<file path="src/hdl/cikp_pkg.sv">
package cikp_pkg;

  localparam int unsigned AddrW   = 32;
  localparam int unsigned CharW   = 8;
  localparam int unsigned CfgIdxW = 2;

  localparam logic [CharW-1:0] CharDot  = 8'h2E;
  localparam logic [CharW-1:0] CharZero = 8'h30;
  localparam logic [CharW-1:0] CharNine = 8'h39;

  localparam logic [AddrW-1:0] DefaultIpReset   = 32'h0A00_020F;
  localparam logic [AddrW-1:0] DefaultMaskReset = 32'hFFFF_FF00;
  localparam logic [AddrW-1:0] DefaultGwReset   = 32'h0A00_0202;

  localparam logic [CfgIdxW-1:0] CfgDefaultIp   = 2'd0;
  localparam logic [CfgIdxW-1:0] CfgDefaultMask = 2'd1;
  localparam logic [CfgIdxW-1:0] CfgDefaultGw   = 2'd2;

  typedef enum logic [1:0] {
    KEY_IP   = 2'd0,
    KEY_MASK = 2'd1,
    KEY_GW   = 2'd2
  } key_e;

  typedef enum logic [2:0] {
    PH_SEARCH = 3'b001,
    PH_PARSE  = 3'b010,
    PH_DONE   = 3'b100
  } phase_e;

  typedef struct packed {
    logic             step;
    logic             last;
    logic [CharW-1:0] char_code;
  } lane_in_t;

  typedef struct packed {
    logic             valid;
    logic [AddrW-1:0] addr;
  } lane_res_t;

  function automatic logic [2:0] key_len(key_e key);
    logic [2:0] len;
    case (key)
      KEY_MASK: len = 3'd5;
      default:  len = 3'd3;
    endcase
    return len;
  endfunction

  // Character of the key text at a given match position
  function automatic logic [CharW-1:0] key_char(key_e key, logic [2:0] pos);
    logic [CharW-1:0] c;
    c = 8'h00;
    case (key)
      KEY_IP: begin
        case (pos)
          3'd0:    c = 8'h69; // i
          3'd1:    c = 8'h70; // p
          3'd2:    c = 8'h3D; // =
          default: c = 8'h00;
        endcase
      end
      KEY_MASK: begin
        case (pos)
          3'd0:    c = 8'h6D; // m
          3'd1:    c = 8'h61; // a
          3'd2:    c = 8'h73; // s
          3'd3:    c = 8'h6B; // k
          3'd4:    c = 8'h3D; // =
          default: c = 8'h00;
        endcase
      end
      KEY_GW: begin
        case (pos)
          3'd0:    c = 8'h67; // g
          3'd1:    c = 8'h77; // w
          3'd2:    c = 8'h3D; // =
          default: c = 8'h00;
        endcase
      end
      default: c = 8'h00;
    endcase
    return c;
  endfunction

endpackage

</file>
<file path="src/hdl/cikp_key_lane.sv">
module cikp_key_lane import cikp_pkg::*; (
  input  logic      clk_i,
  input  logic      rst_ni,
  input  key_e      key_i,
  input  lane_in_t  lane_i,
  output lane_res_t res_o
);

  phase_e           phase_q, phase_d;
  logic [2:0]       pos_q, pos_d;
  logic [1:0]       idx_q, idx_d;
  logic [7:0]       acc_q, acc_d;
  logic             hd_q, hd_d;
  logic [AddrW-1:0] addr_q, addr_d;
  logic             val_q, val_d;

  logic [2:0]       klen;
  logic             is_digit;
  logic [11:0]      prod;

  assign klen     = key_len(key_i);
  assign is_digit = (lane_i.char_code >= CharZero) && (lane_i.char_code <= CharNine);
  assign prod     = 12'(acc_q) * 12'd10 + 12'(lane_i.char_code[3:0]);

  always_comb begin
    phase_d = phase_q;
    pos_d   = pos_q;
    idx_d   = idx_q;
    acc_d   = acc_q;
    hd_d    = hd_q;
    addr_d  = addr_q;
    val_d   = val_q;
    res_o   = '0;

    if (lane_i.step) begin
      unique case (phase_q)
        PH_SEARCH: begin
          if ((pos_q < klen) && (lane_i.char_code == key_char(key_i, pos_q))) begin
            pos_d = 3'(pos_q + 3'd1);
          end else begin
            pos_d = (lane_i.char_code == key_char(key_i, 3'd0)) ? 3'd1 : 3'd0;
          end
          if (pos_d >= klen) begin
            phase_d = PH_PARSE;
            idx_d   = 2'd0;
            acc_d   = 8'd0;
            hd_d    = 1'b0;
            addr_d  = '0;
          end
        end
        PH_PARSE: begin
          if (is_digit) begin
            if (prod > 12'd255) begin
              phase_d = PH_DONE;
              val_d   = 1'b0;
            end else begin
              acc_d = prod[7:0];
              hd_d  = 1'b1;
            end
          end else if (!hd_q) begin
            phase_d = PH_DONE;
            val_d   = 1'b0;
          end else if (idx_q == 2'd3) begin
            // any non-digit closes the fourth octet
            phase_d = PH_DONE;
            val_d   = 1'b1;
            addr_d  = {addr_q[AddrW-9:0], acc_q};
          end else if (lane_i.char_code != CharDot) begin
            phase_d = PH_DONE;
            val_d   = 1'b0;
          end else begin
            addr_d = {addr_q[AddrW-9:0], acc_q};
            idx_d  = 2'(idx_q + 2'd1);
            acc_d  = 8'd0;
            hd_d   = 1'b0;
          end
        end
        PH_DONE: begin
        end
        default: begin
        end
      endcase

      if (lane_i.last) begin
        // end of string closes a pending parse
        if (phase_d == PH_PARSE) begin
          res_o.valid = (idx_d == 2'd3) && hd_d;
          res_o.addr  = {addr_d[AddrW-9:0], acc_d};
        end else begin
          res_o.valid = val_d;
          res_o.addr  = addr_d;
        end
        phase_d = PH_SEARCH;
        pos_d   = 3'd0;
        idx_d   = 2'd0;
        acc_d   = 8'd0;
        hd_d    = 1'b0;
        addr_d  = '0;
        val_d   = 1'b0;
      end
    end
  end

  always_ff @(posedge clk_i or negedge rst_ni) begin
    if (!rst_ni) begin
      phase_q <= PH_SEARCH;
      pos_q   <= 3'd0;
      idx_q   <= 2'd0;
      acc_q   <= 8'd0;
      hd_q    <= 1'b0;
      addr_q  <= '0;
      val_q   <= 1'b0;
    end else begin
      phase_q <= phase_d;
      pos_q   <= pos_d;
      idx_q   <= idx_d;
      acc_q   <= acc_d;
      hd_q    <= hd_d;
      addr_q  <= addr_d;
      val_q   <= val_d;
    end
  end

`ifndef ASSERT_OFF
  a_search_clean: assert property (@(posedge clk_i) disable iff (!rst_ni)
    phase_q == PH_SEARCH |-> !val_q && idx_q == 2'd0)
    else $error("search phase with stale parse state");

  a_valid_done: assert property (@(posedge clk_i) disable iff (!rst_ni)
    val_q |-> phase_q == PH_DONE)
    else $error("address marked valid outside done phase");

  a_empty_octet: assert property (@(posedge clk_i) disable iff (!rst_ni)
    phase_q == PH_PARSE && !hd_q |-> acc_q == 8'd0)
    else $error("octet accumulator nonzero without digits");

  a_last_clears: assert property (@(posedge clk_i) disable iff (!rst_ni)
    lane_i.step && lane_i.last |=> phase_q == PH_SEARCH && pos_q == 3'd0)
    else $error("lane not cleared after end of string");
`endif

endmodule

</file>
<file path="src/hdl/cmdline_ipv4_key_parser.sv">
// Path: a transaction carrying the last character passes the input register, then the result
//   register, which loads it only once that register is free.
// Throughput: one character per cycle; three key lanes work on each character in parallel.
// While a result waits to be taken, the input side stays free except for a last character.
// Reset (rst_ni low, asynchronous): parser state clears and the default
//   registers load their reset addresses.
module cmdline_ipv4_key_parser import cikp_pkg::*; (
  input  logic               clk_i,
  input  logic               rst_ni,
  input  logic               in_valid_i,
  output logic               in_ready_o,
  input  logic [CharW-1:0]   char_code_i,
  input  logic               last_i,
  output logic               out_valid_o,
  input  logic               out_ready_i,
  output logic [AddrW-1:0]   ip_address_o,
  output logic [AddrW-1:0]   net_mask_o,
  output logic [AddrW-1:0]   gateway_address_o,
  input  logic               cfg_valid_i,
  output logic               cfg_ready_o,
  input  logic [CfgIdxW-1:0] cfg_index_i,
  input  logic [AddrW-1:0]   cfg_data_i
);

  logic             in_valid_q;
  logic [CharW-1:0] char_q;
  logic             last_q;
  logic             out_valid_q;
  logic [AddrW-1:0] ip_q, mask_q, gw_q;
  logic [AddrW-1:0] def_ip_q, def_mask_q, def_gw_q;

  logic      out_free;
  logic      advance;
  lane_in_t  lane_in;
  lane_res_t res_ip, res_mask, res_gw;

  assign out_free   = !out_valid_q || out_ready_i;
  assign advance    = in_valid_q && (!last_q || out_free);
  assign in_ready_o = !in_valid_q || advance;
  assign cfg_ready_o = 1'b1;

  assign lane_in.step      = advance;
  assign lane_in.last      = last_q;
  assign lane_in.char_code = char_q;

  cikp_key_lane u_lane_ip (
    .clk_i  (clk_i),
    .rst_ni (rst_ni),
    .key_i  (KEY_IP),
    .lane_i (lane_in),
    .res_o  (res_ip)
  );

  cikp_key_lane u_lane_mask (
    .clk_i  (clk_i),
    .rst_ni (rst_ni),
    .key_i  (KEY_MASK),
    .lane_i (lane_in),
    .res_o  (res_mask)
  );

  cikp_key_lane u_lane_gw (
    .clk_i  (clk_i),
    .rst_ni (rst_ni),
    .key_i  (KEY_GW),
    .lane_i (lane_in),
    .res_o  (res_gw)
  );

  // Input register
  always_ff @(posedge clk_i or negedge rst_ni) begin
    if (!rst_ni) begin
      in_valid_q <= 1'b0;
    end else if (in_ready_o) begin
      in_valid_q <= in_valid_i;
    end
  end

  always_ff @(posedge clk_i) begin
    if (in_valid_i && in_ready_o) begin
      char_q <= char_code_i;
      last_q <= last_i;
    end
  end

  // Result register
  always_ff @(posedge clk_i or negedge rst_ni) begin
    if (!rst_ni) begin
      out_valid_q <= 1'b0;
    end else if (advance && last_q) begin
      out_valid_q <= 1'b1;
    end else if (out_ready_i) begin
      out_valid_q <= 1'b0;
    end
  end

  always_ff @(posedge clk_i) begin
    if (advance && last_q) begin
      ip_q   <= res_ip.valid   ? res_ip.addr   : def_ip_q;
      mask_q <= res_mask.valid ? res_mask.addr : def_mask_q;
      gw_q   <= res_gw.valid   ? res_gw.addr   : def_gw_q;
    end
  end

  // Default address registers
  always_ff @(posedge clk_i or negedge rst_ni) begin
    if (!rst_ni) begin
      def_ip_q   <= DefaultIpReset;
      def_mask_q <= DefaultMaskReset;
      def_gw_q   <= DefaultGwReset;
    end else if (cfg_valid_i) begin
      unique case (cfg_index_i)
        CfgDefaultIp:   def_ip_q   <= cfg_data_i;
        CfgDefaultMask: def_mask_q <= cfg_data_i;
        CfgDefaultGw:   def_gw_q   <= cfg_data_i;
        default: begin
        end
      endcase
    end
  end

  assign out_valid_o       = out_valid_q;
  assign ip_address_o      = ip_q;
  assign net_mask_o        = mask_q;
  assign gateway_address_o = gw_q;

endmodule

</file>
<file path="config.mk">
export PLATFORM = sky130hd
export DESIGN_NAME = cmdline_ipv4_key_parser
export DESIGN_NICKNAME = d
export VERILOG_FILES = /design/src/hdl/cikp_pkg.sv /design/src/hdl/cikp_key_lane.sv /design/src/hdl/cmdline_ipv4_key_parser.sv
export SDC_FILE = /design/constraint.sdc
export NUM_CORES = 1
export LEC_CHECK = 0
export BUFFER_PORTS_ARGS = -buffer_cell sky130_fd_sc_hd__buf_2
export CORE_ASPECT_RATIO = 1.5
export CORE_MARGIN = 1.5
export CORE_UTILIZATION = 55
export DETAILED_ROUTE_END_ITERATION = 8
export HOLD_SLACK_MARGIN = 0.1
export PLACE_DENSITY_LB_ADDON = 0.2
export SETUP_SLACK_MARGIN = 0.2
export SLEW_MARGIN = 30
export SYNTH_ARGS = -nofsm -noshare
export SYNTH_HDL_FRONTEND = slang
export SYNTH_SLANG_ARGS = --single-unit
</file>
<file path="constraint.sdc">
create_clock -name clk_i -period 4.03 [get_ports clk_i]
set_input_delay 0.2015 -clock clk_i [delete_from_list [all_inputs] [get_ports clk_i]]
set_output_delay 0.2015 -clock clk_i [all_outputs]
set_load 0.05 [all_outputs]
</file>
Word-level counts from Yosys, hierarchy flattened

Index checks and enable logic that the tools add are counted.

Bits of input ports: 48
Register bits after elaboration: 353

Magnitude comparators: 11
Multiplexer cells: 192
Reductions and logical operators: 30
$add $sub $neg: 9
Multiply operators: 3
Equality and inequality tests: 32

Operators by type and width:

| operator                                                        | count |
|---|---|
| two-way mux 32 bit                                              | 21 |
| two-way mux 33 bit                                              | 9 |
| two-way mux 8 bit                                               | 36 |
| one-hot mux 32 bit (2 select lines)                             | 3 |
| two-way mux 3 bit                                               | 39 |
| equality test 8 bit                                             | 6 |
| two-way mux 1 bit                                               | 48 |
| one-hot mux 8 bit (2 select lines)                              | 3 |
| two-way mux 2 bit                                               | 21 |
| one-hot mux 7 bit (3 select lines)                              | 2 |
| adder 12 x 4 -> 12 bit                                          | 3 |
| greater-than comparator 12 x 8 -> 1 bit (second input constant) | 3 |
| one-hot mux 7 bit (5 select lines)                              | 1 |
| multiplier 8 x 3 -> 11 bit (second input constant)              | 3 |
| equality test 3 x 2 -> 1 bit (second input constant)            | 10 |
| equality test 3 x 1 -> 1 bit (second input constant)            | 6 |
| one-hot mux 3 bit (2 select lines)                              | 3 |
| equality test 2 bit (second input constant)                     | 7 |
| one-hot mux 2 bit (2 select lines)                              | 3 |
| AND reduction 2 bit                                             | 6 |
| logical AND 1 bit                                               | 10 |
| adder 3 x 1 -> 3 bit (second input constant)                    | 3 |
| zero test 3 bit                                                 | 3 |
| >= comparator 8 x 6 -> 1 bit (second input constant)            | 1 |
| other kinds (14)                                                | 27 |

Longest topological paths before layout

Gate-level depths: netlist of run 1.

Word-level depth: 25
Depth in mapped cells: 14
Mapped depth without buffers: 11

Hierarchy

A second synthesis of run 1 with hierarchy kept.

Cells, all modules: 1800
Area total of the unflattened synthesis: 20465.9 um2

By module, submodules not included:

| module                      | sequential area each (um2) | times used | cells an instance | area each (um2) |
|---|---|---|---|---|
| cmdline_ipv4_key_parser     | 5649.2                     | 1          | 430               | 8074.0 |
| cikp_key_lane (u_lane_mask) | 1252.5                     | 1          | 479               | 4186.5 |
| cikp_key_lane (u_lane_gw)   | 1252.5                     | 1          | 453               | 4122.7 |
| cikp_key_lane (u_lane_ip)   | 1252.5                     | 1          | 438               | 4082.7 |

Least setup slack after synthesis of run 1

Ideal clock, no wire load.

Kind: reg-to-reg
Start point: register out_valid_q, in the netlist out_valid_o
End point: register gw_q[14], in the netlist gateway_address_o[14], data pin
Arrival time: 3.794 ns
Library setup time: 0.260 ns
Path slack: -0.024 ns
Stages on the path, launching flop included: 13
Path buffers: 3
Required time: 3.770 ns
Cells stage by stage: dfrtp_1 nand3b_1 and2_1 clkbuf_1 nand2_1 inv_2 nand3_1 nor4_1 a211o_1 and2_1 buf_2 buf_2 mux2_2

Cells in the longest elaborated chain, start to end: 6

Ends and longest elaborated chain:

| what                     | line                           | text |
|---|---|---|
| start: declaration       | cmdline_ipv4_key_parser.sv:28  | `logic out_valid_q;` |
| start signal: assignment | cmdline_ipv4_key_parser.sv:89  | `out_valid_q <= 1'b0;` |
| start signal: assignment | cmdline_ipv4_key_parser.sv:91  | `out_valid_q <= 1'b1;` |
| start signal: assignment | cmdline_ipv4_key_parser.sv:93  | `out_valid_q <= 1'b0;` |
| zero test 1 bit          | cmdline_ipv4_key_parser.sv:37  | `assign out_free = !out_valid_q \|\| out_ready_i;` |
| logical OR 1 bit         | cmdline_ipv4_key_parser.sv:37  |  |
| logical OR 1 bit         | cmdline_ipv4_key_parser.sv:38  | `assign advance = in_valid_q && (!last_q \|\| out_free);` |
| logical AND 1 bit        | cmdline_ipv4_key_parser.sv:38  |  |
| two-way mux 33 bit       | cikp_key_lane.sv:35            | `if (lane_i.step) begin` |
| two-way mux 32 bit       | cmdline_ipv4_key_parser.sv:101 | `gw_q <= res_gw.valid ? res_gw.addr : def_gw_q;` |
| end signal: assignment   | cmdline_ipv4_key_parser.sv:101 |  |
| end: declaration         | cmdline_ipv4_key_parser.sv:29  | `logic [AddrW-1:0] ip_q, mask_q, gw_q;` |

No other way between the ends.
A chain may end at the register's enable or synchronous reset.

Worst setup path after layout of run 1

Start point: register u_lane_ip.acc_q[3]
End point: register ip_q[30], in the netlist ip_address_o[30], data pin

Cells in the longest elaborated chain, start to end: 12
Elaborated cells on any way between the ends: 20
Classes of those cells: add/sub (1); mul (1); order compare (1); eq/ne (1); mux (15); reduce/logical (1)

Ends and longest elaborated chain:

| what                                                                                            | line                                     | text |
|---|---|---|
| start: declaration                                                                              | cikp_key_lane.sv:12                      | `logic [7:0] acc_q, acc_d;` |
| start signal: assignment                                                                        | cikp_key_lane.sv:109                     | `acc_q <= 8'd0;` |
| start signal: assignment                                                                        | cikp_key_lane.sv:117                     | `acc_q <= acc_d;` |
| multiplier 8 x 3 -> 11 bit (*)                                                                  | cikp_key_lane.sv:23                      | `assign prod = 12'(acc_q) * 12'd10 + 12'(lane_i.char_code[3:0]);` |
| adder 12 x 4 -> 12 bit (*)                                                                      | cikp_key_lane.sv:23                      |  |
| greater-than comparator 12 x 8 -> 1 bit (*)                                                     | cikp_key_lane.sv:53                      | `if (prod > 12'd255) begin` |
| two-way mux 3 bit / two-way mux 1 bit (equally long branches)                                   | cikp_key_lane.sv:53                      |  |
| two-way mux 3 bit / two-way mux 1 bit (equally long branches)                                   | cikp_key_lane.sv:52                      | `if (is_digit) begin` |
| one-hot mux 3 bit (2 select lines) / one-hot mux 1 bit (2 select lines) (equally long branches) | cikp_key_lane.sv:36                      | `unique case (phase_q)` |
| two-way mux 3 bit / two-way mux 1 bit (equally long branches)                                   | cikp_key_lane.sv:35                      |  |
| equality test 3 x 2 -> 1 bit / logical AND 1 bit (equally long branches)                        | cikp_key_lane.sv:86, cikp_key_lane.sv:87 |  |
| two-way mux 33 bit (*)                                                                          | cikp_key_lane.sv:86                      | `if (phase_d == PH_PARSE) begin` |
| two-way mux 33 bit (*)                                                                          | cikp_key_lane.sv:84                      | `if (lane_i.last) begin` |
| two-way mux 33 bit (*)                                                                          | cikp_key_lane.sv:35                      |  |
| two-way mux 32 bit (*)                                                                          | cmdline_ipv4_key_parser.sv:99            | `ip_q <= res_ip.valid ? res_ip.addr : def_ip_q;` |
| end signal: assignment                                                                          | cmdline_ipv4_key_parser.sv:99            |  |
| end: declaration                                                                                | cmdline_ipv4_key_parser.sv:29            |  |

Every way passes the cells marked *; elsewhere a longest branch is shown, timed or not. The select of a mux whose other input is x is not followed.

==> out/qor.csv, run 1 <==
stage,metric,value,unit
sta,Final TNS setup,0,ns
drt,DRT Pass-1 Iters,7,
placed_design,post-detail-place hpwl,33900,microns
logic_synthesis,Gate Count Post-Synth,1473,
worst_setup_path,nature of the critical path endpoint,register,
placed_design,placed cells,2018,
logic_synthesis,asr flop ratio synth,70.3,%
worst_setup_path,Crit path largest cell delay,0.43,ns
logic_synthesis,Netlist cell types,81,
sta,Worst-Margin Slew,1.06,ns
logic_synthesis,Synth Flop Type,dfrtp_1,
worst_hold_path,Hold Crit Class,in2async,
sta,Setup Skew,0.0235,ns
worst_setup_path,crit path kind,reg2reg,
finish,diode count,0,
logic_synthesis,"area leader, netlist",dfrtp_1,
drt,post-DR wirelength/cell,23.4,microns
worst_setup_path,"CP delay by family, top",adder cells,
finish,NumNets Final,1822,
logic_synthesis,Yosys top cell area share,29.2,%
logic_synthesis,largest family of logic cells by synthesized area,compound AO/OA/AOI/OAI gates,
placed_design,Place WS,0.153,ns
worst_setup_path,crit path max fanout,8,
logic_synthesis,post-synthesis register bit count,353,
placed_design,routability cong.,0.915,
cts,"CTS clk-pin slew, worst paths",0.07,ns
cts,clk root buf,clkbuf_16,
placed_design,IO Port Bufs,145,
worst_setup_path,cell chain of the critical path,ha_1 > ha_4 > fa_2 > xor2_2 > nand3_2 > nor4_4 > mux2_4 > a311o_1 > a31o_4 > a21oi_4 > buf_6 > clkbuf_16 > mux2_4,
finish,register area,9410,sq um
sta,RSZ-0062 raised after global routing,yes,
floorplanning,Rows,80,
logic_synthesis,Post-Synth Simple-Gate Area,8.96,%
floorplanning,Die Ht,224,microns
cts,worst skew pair latency,0.54,ns
pwr,P_leak,9.23,nW
sta,fmax,262,MHz
pwr,Psw,2.31,mW
worst_setup_path,CP Depth,13,
pwr,Pwr Total,8.75,mW
worst_setup_path,WP data required,4.32,ns
floorplanning,total core area,32000,sq um
global_route,largest net degree at the start of global routing,115,
worst_setup_path,Crit. Startpoint,u_lane_ip.acc_q[3]$_DFFE_PN0P_,
pwr,Worst VDD drop,329,uV
worst_setup_path,CP Launch Type,register,
sta,Fin. Hold Viols,0,
finish,Final Util,67.2,%
logic_synthesis,commonest cells in the netlist,"dfrtp_1, mux2_2, a22o_1",
worst_setup_path,worst r2r src,u_lane_ip.acc_q[3]$_DFFE_PN0P_,
sta,Final WS setup,0.213,ns
worst_setup_path,r2r setup slk,0.21,ns
worst_setup_path,Worst Setup EP,ip_address_o[30]$_DFFE_PP_,
pwr,Clk pwr share,37.7,%
logic_synthesis,Synth Net Count,1589,
sta,period utilization,94.7,%
global_route,vias in the first global route,13400,
worst_setup_path,CP max stage cell,fa_2,
logic_synthesis,synth top area cells,"dfrtp_1, edfxtp_1, mux2_2, a22o_1, dfstp_2",
run,maximum capacitance violations,0,
worst_setup_path,Crit path top cell by count,mux2_4,
logic_synthesis,Synth Area in XOR/XNOR,0.974,%
logic_synthesis,Post-Syn Area,18000,sq um
cts,clock tree from TritonCTS,done,
logic_synthesis,Compound-Gate Fraction of Synth Area,17.1,%
drt,DRC errors left,0,
pwr,Gate power share,13.6,%
status,outcome,finished clean,
global_route,initial antenna violation count,0,
finish,share of cells above drive strength 1,30.6,%
drt,final WL,50200,microns
logic_synthesis,synthesized area per cell,12.2,sq um
sta,relative slew slack,29.0,%
drt,antenna-violating nets left,0,
floorplanning,IO Count,147,
worst_setup_path,Worst EP arrival,4.11,ns
cts,H-tree levels,2,
pwr,sequential power share,48.7,%
finish,Multi-input gate area,8250,sq um
global_route,GRT Total Usage,29.3,%
worst_setup_path,Reg2Reg Depth,13,
logic_synthesis,most frequent cell after synthesis,dfrtp_1,
sta,Setup-failing EPs final,0,
pwr,cell-internal power,6.43,mW
logic_synthesis,Post-synth EDFFs,105,
sta,min Tclk post-route,3.82,ns
finish,fillers,2364,
cts,clock sinks,353,
global_route,global-route wire length before repair,75600,microns
drt,DRT iter0 DRCs,1202,
logic_synthesis,post-synthesis adder-cell area fraction,4.98,%
logic_synthesis,mux share of post-synthesis cell area,12.7,%
drt,via count,13600,
worst_setup_path,worst path buffer plus inverter count,2,
pwr,switch share,26.5,%
logic_synthesis,sequential element share of the synthesized area,52.3,%
floorplanning,Horiz. Die Dim,151,microns
worst_setup_path,Critical R2R Capture,ip_address_o[30]$_DFFE_PP_,
floorplanning,Die ar.,33800,sq um
pwr,PD cells,406,nW/um^2
finish,post-route insts no fill,2143,
cts,maximum buffer depth of the clock tree,3,
global_route,Overflow after GRT,0,
sta,Max Transition Viols Final,0,
cts,Num CTS Buffers,36,
finish,synthesis-to-finish area growth,19.7,%
drt,Vias/cell,6.37,
floorplanning,Initial Util,56.1,%
logic_synthesis,Synth Warn #,0,
==> kinds of logic (layout without fill, tap and decap cells) <==
kind of cell,Yosys count,count (layout)
AO/OA/AOI/OAI,401,401
flip-flops,353,353
AND/OR/NAND/NOR,306,306
multiplexers,199,199
buffers and inverters,125,385
adder cells (fa/ha/maj),68,68
XOR/XNOR,20,20
other,1,1
==> metrics by stage <==
step	area, sq um	hold slack [ns]
2_1_floorplan	18000	-0.0941
3_3_place_gp	19600	0.338
3_5_place_dp	19600	0.345
4_1_cts	21300	0.366
5_1_grt	21500	0.132
6_report	21500	0.124
==> final cells by class <==
| cell class | instances | share of cell area [%] |
|---|---|---|
| Clock buffer | 47 | 4.62 |
| Multi-Input combinational cell | 995 | 38.3 |
| Inverter | 46 | 0.814 |
| Timing Repair Buffer | 274 | 9.41 |
| Clock inverter | 18 | 0.744 |
| Tap cell | 410 | 2.38 |
| Sequential cell | 353 | 43.7 |
==> sequential cells by signal, indices dropped and copies added, names as in the netlist, 3 cells and up <==
name and cells:
def_gw_q 32, def_ip_q 32, def_mask_q 32, gateway_address_o 32
ip_address_o 32, net_mask_o 32, u_lane_gw.addr_q 32, u_lane_ip.addr_q 32
u_lane_mask.addr_q 32, char_q 8, u_lane_gw.acc_q 8, u_lane_ip.acc_q 8
u_lane_mask.acc_q 8, u_lane_gw.phase_q 3, u_lane_gw.pos_q 3, u_lane_ip.phase_q 3
u_lane_ip.pos_q 3, u_lane_mask.phase_q 3, u_lane_mask.pos_q 3
==> worst min-delay path by stage <==
stage | from | end | slack [ns]
after global routing | rst_ni | u_lane_gw.acc_q[0]$_DFFE_PN0P_ | 0.13
after global placement | rst_ni | u_lane_gw.acc_q[0]$_DFFE_PN0P_ | 0.34
after floorplan | rst_ni | def_gw_q[0]$_DFFE_PN0P_ | -0.09
after CTS | char_code_i[3] | char_q[3]$_DFFE_PP_ | 0.37
final | rst_ni | u_lane_gw.acc_q[0]$_DFFE_PN0P_ | 0.12
after detailed placement | rst_ni | u_lane_gw.acc_q[0]$_DFFE_PN0P_ | 0.34
==> power by group through the flow <==
stage / registers [mW] / logic (mW) / clock network [mW]
global placement: 4.32 / 1.10 / 0
detailed placement: 4.33 / 1.13 / 0
CTS: 4.26 / 1.17 / 3.35
global route: 4.28 / 1.27 / 3.47
finish: 4.26 / 1.19 / 3.30
floorplan: 4.53 / 0.527 / 0
==> per-layer routing <==
layer / vias to the layer above / wire, microns / GRT usage, %
li1: 6111 / - / -
met1: 6810 / 19600 / 37.6
met2: 595 / 25000 / 48.9
met3: 127 / 2980 / 3.39
met4: 0 / 2670 / 15.0
met5: - / 0 / 0
==> cell usage in the layout, fill, tap and decap left out, drive strengths merged, types with 6 or more instances in the layout <==
cell type / netlist / layout
nor3: 24 / 24
a21o: 13 / 13
buf: 25 / 226
nor2b: 9 / 9
ha: 62 / 62
clkbuf: 54 / 50
and2: 31 / 31
xor2: 8 / 8
a221o: 24 / 24
o21ai: 69 / 69
a31oi: 9 / 9
and3: 12 / 12
nand2b: 7 / 7
mux2i: 31 / 31
or2: 6 / 6
dfstp: 38 / 38
a222oi: 24 / 24
nor3b: 11 / 11
nand2: 77 / 77
xnor2: 12 / 12
a22oi: 14 / 14
clkinv: 0 / 12
nand4: 7 / 7
fa: 6 / 6
edfxtp: 105 / 105
mux2: 168 / 168
nor4: 10 / 10
nor2: 56 / 56
o2bb2ai: 12 / 12
o22ai: 8 / 8
o211ai: 7 / 7
nand3b: 6 / 6
a21oi: 52 / 52
dlygate4sd3: 0 / 45
inv: 46 / 47
a22o: 131 / 131
dfrtp: 210 / 210
nand3: 28 / 28
==> repair_timing <==
action / 4_1_cts / 5_1_grt
pin swaps: 2 / 7
hold endpoints to repair: 201 / 0
hold buffers: 45 / 0
gates resized for setup: 7 / 27
buffers inserted: 3 / 6
endpoints found under the setup margin: 47 / 92
gates cloned: 1 / 4
No activity file was read; power rests on OpenSTA's default activity.
==> run 2: changes to the inputs <==
CORE_UTILIZATION = 56   (was 55)
CTS_BUF_LIST = sky130_fd_sc_hd__clkbuf_4 sky130_fd_sc_hd__clkbuf_8   (was default)
==> run 2 against run 1 <==
- the flow now finishes with violations (DRC)
- maximum frequency decreased by 1.8%
- critical path depth unchanged
- sequential power barely moved
- via count grew 0.25%
- register-to-register slack got worse by 0.07 ns
- die area decreased by 1.8%
- flip-flop and latch count stayed put
- combinational power about the same
- worst hold slack improved by 0.096 ns
- design area up 0.74%
- critical endpoint is now ip_address_o[0]$_DFFE_PP_
==> out/qor.csv, run 2 (same netlist as run 1, synthesis figures left out) <==
stage,metric,value,unit
placed_design,placed cells,2024,
pwr,Worst VDD drop,241,uV
floorplanning,Die Ht,222,microns
floorplanning,Horiz. Die Dim,149,microns
worst_setup_path,Worst Setup EP,ip_address_o[0]$_DFFE_PP_,
run,maximum capacitance violations,0,
worst_setup_path,Worst EP arrival,4.24,ns
worst_setup_path,cell chain of the critical path,ha_1 > ha_4 > fa_2 > xor2_2 > nand3_2 > nor4_4 > mux2_4 > a311o_1 > a31o_4 > a21oi_4 > buf_4 > clkbuf_16 > mux2_2,
drt,DRT Pass-1 Iters,9,
worst_setup_path,CP max stage cell,dfrtp_2,
drt,Vias/cell,6.25,
worst_hold_path,Hold Crit Class,in2async,
floorplanning,Die ar.,33200,sq um
sta,Fin. Hold Viols,0,
placed_design,Place WS,0.136,ns
cts,clock tree from TritonCTS,done,
pwr,Gate power share,13.6,%
worst_setup_path,Reg2Reg Depth,13,
worst_setup_path,crit path kind,reg2reg,
pwr,Pwr Total,8.84,mW
pwr,sequential power share,48.0,%
finish,post-route insts no fill,2187,
worst_setup_path,crit path max fanout,8,
drt,DRT iter0 DRCs,1283,
sta,Max Transition Viols Final,0,
pwr,P_leak,9.32,nW
global_route,GRT Total Usage,30.4,%
cts,worst skew pair latency,0.63,ns
cts,Num CTS Buffers,53,
pwr,switch share,26.5,%
drt,final WL,50400,microns
finish,synthesis-to-finish area growth,20.6,%
finish,share of cells above drive strength 1,33.4,%
cts,clk root buf,clkbuf_8,
floorplanning,Initial Util,56.7,%
pwr,cell-internal power,6.50,mW
global_route,vias in the first global route,13600,
sta,Worst-Margin Slew,0.950,ns
status,failing checks,DRC,
global_route,global-route wire length before repair,76900,microns
finish,"Design Area, Final",21700,sq um
status,outcome,"finished, violations left",
finish,NumNets Final,1848,
drt,antenna-violating nets left,0,
sta,period utilization,96.5,%
sta,Final WS setup,0.143,ns
pwr,Psw,2.34,mW
worst_setup_path,WP data required,4.39,ns
sta,RSZ-0062 raised after global routing,yes,
placed_design,routability cong.,0.902,
worst_setup_path,Critical R2R Capture,ip_address_o[0]$_DFFE_PP_,
floorplanning,Rows,80,
sta,fmax,257,MHz
sta,Setup-failing EPs final,0,
sta,min Tclk post-route,3.89,ns
placed_design,IO Port Bufs,145,
finish,most frequent cells in the layout,"dfrtp_1, buf_2, mux2_2",
finish,"commonest non-fill, non-tap cell in the layout",dfrtp_1,
drt,via count,13700,
global_route,largest net degree at the start of global routing,105,
worst_setup_path,Crit path largest cell delay,0.44,ns
placed_design,Placed Instance Area,19600,sq um
sta,Final TNS setup,0,ns
cts,H-tree levels,2,
drt,DRC errors left,2,
drt,post-DR wirelength/cell,23.0,microns
worst_setup_path,CP Launch Type,register,
worst_setup_path,worst r2r src,u_lane_ip.acc_q[0]$_DFFE_PN0P_,
finish,diode count,0,
cts,"CTS clk-pin slew, worst paths",0.07,ns
placed_design,post-detail-place hpwl,34200,microns
floorplanning,total core area,31700,sq um
worst_setup_path,Crit. Startpoint,u_lane_ip.acc_q[0]$_DFFE_PN0P_,
sta,relative slew slack,36.6,%
cts,clock sinks,353,
worst_setup_path,nature of the critical path endpoint,register,
cts,maximum buffer depth of the clock tree,3,
sta,Setup Skew,0.0344,ns
worst_setup_path,r2r setup slk,0.14,ns
global_route,Overflow after GRT,0,
pwr,Clk pwr share,38.4,%
global_route,initial antenna violation count,0,
floorplanning,IO Count,147,
pwr,PD cells,408,nW/um^2
run 2: cell types whose count changed in the layout (fill, tap and decap cells not counted), sizes merged:
cell and change:
clkbuf +37, buf +10, clkinv -4, bufinv +2
clkinvlp -2, inv +1
run 2: metrics by stage:
| step | hold slack (ns) | utilization [%] |
|---|---|---|
| 2_1_floorplan | -0.0941 | - |
| 3_3_place_gp | 0.307 | 61.9 |
| 3_5_place_dp | 0.310 | 61.9 |
| 4_1_cts | 0.229 | 67.7 |
| 5_1_grt | 0.276 | 68.3 |
| 6_report | 0.220 | 68.3 |
run 2: cell type report:
class                           count  area, sq um
Clock buffer                       85         1070
Multi-Input combinational cell    995         8230
Inverter                           46          175
Fill cell                        2295        10000
Tap cell                          410          513
Clock inverter                     15          190
Sequential cell                   353         9410
Timing Repair Buffer              283         2090
run 2: metal layers:
metal  share of wire [%]  global-route usage (%)  up-vias  routed length (microns)
li1                    -                       -     6159                        -
met1                  39                    37.4     6789                    19400
met2                  51                    52.6      587                    25800
met3                 5.9                    3.92      142                     2980
met4                 4.4                    14.0        0                     2200
met5                   0                       0        -                        0
run 2: worst min path at each step:
stage | start | endpoint | slack [ns] | cells after the start
6_report | rst_ni | def_gw_q[3]$_DFFE_PN0P_ | 0.22 | 2
5_1_grt | last_i | last_q$_DFFE_PP_ | 0.28 | 2
4_1_cts | rst_ni | def_gw_q[7]$_DFFE_PN0P_ | 0.23 | 2
3_5_place_dp | rst_ni | def_gw_q[7]$_DFFE_PN0P_ | 0.31 | 1
3_3_place_gp | rst_ni | def_gw_q[2]$_DFFE_PN0P_ | 0.31 | 1
2_1_floorplan | rst_ni | def_gw_q[0]$_DFFE_PN0P_ | -0.09 | 0
run 2: what timing repair did:
item | 4_1_cts | 5_1_grt
endpoints found under the setup margin | 63 | 96
pin swaps | 5 | 13
resized for setup | 7 | 24
hold endpoints to repair | 191 | 0
setup buffers | 7 | 7
hold buffers | 45 | 0
cloned | 2 | 2
run 2: power groups by stage:
stage | Combinational [mW] | Clock, mW | Sequential, mW
after floorplan | 0.527 | 0 | 4.53
after global placement | 1.13 | 0 | 4.30
after detailed placement | 1.16 | 0 | 4.31
after CTS | 1.20 | 3.44 | 4.24
after global routing | 1.28 | 3.58 | 4.27
final | 1.20 | 3.40 | 4.24
run 2: critical path: cells and delay by family (launching register included):
kind                     cells  cell delay (ns)
XOR/XNOR                     1             0.18
AO/OA/AOI/OAI                3             0.75
flip-flops                   1             0.44
AND/OR/NAND/NOR              2             0.40
buffers and inverters        2             0.37
multiplexers                 2             0.66
adder cells (fa/ha/maj)      3             0.83
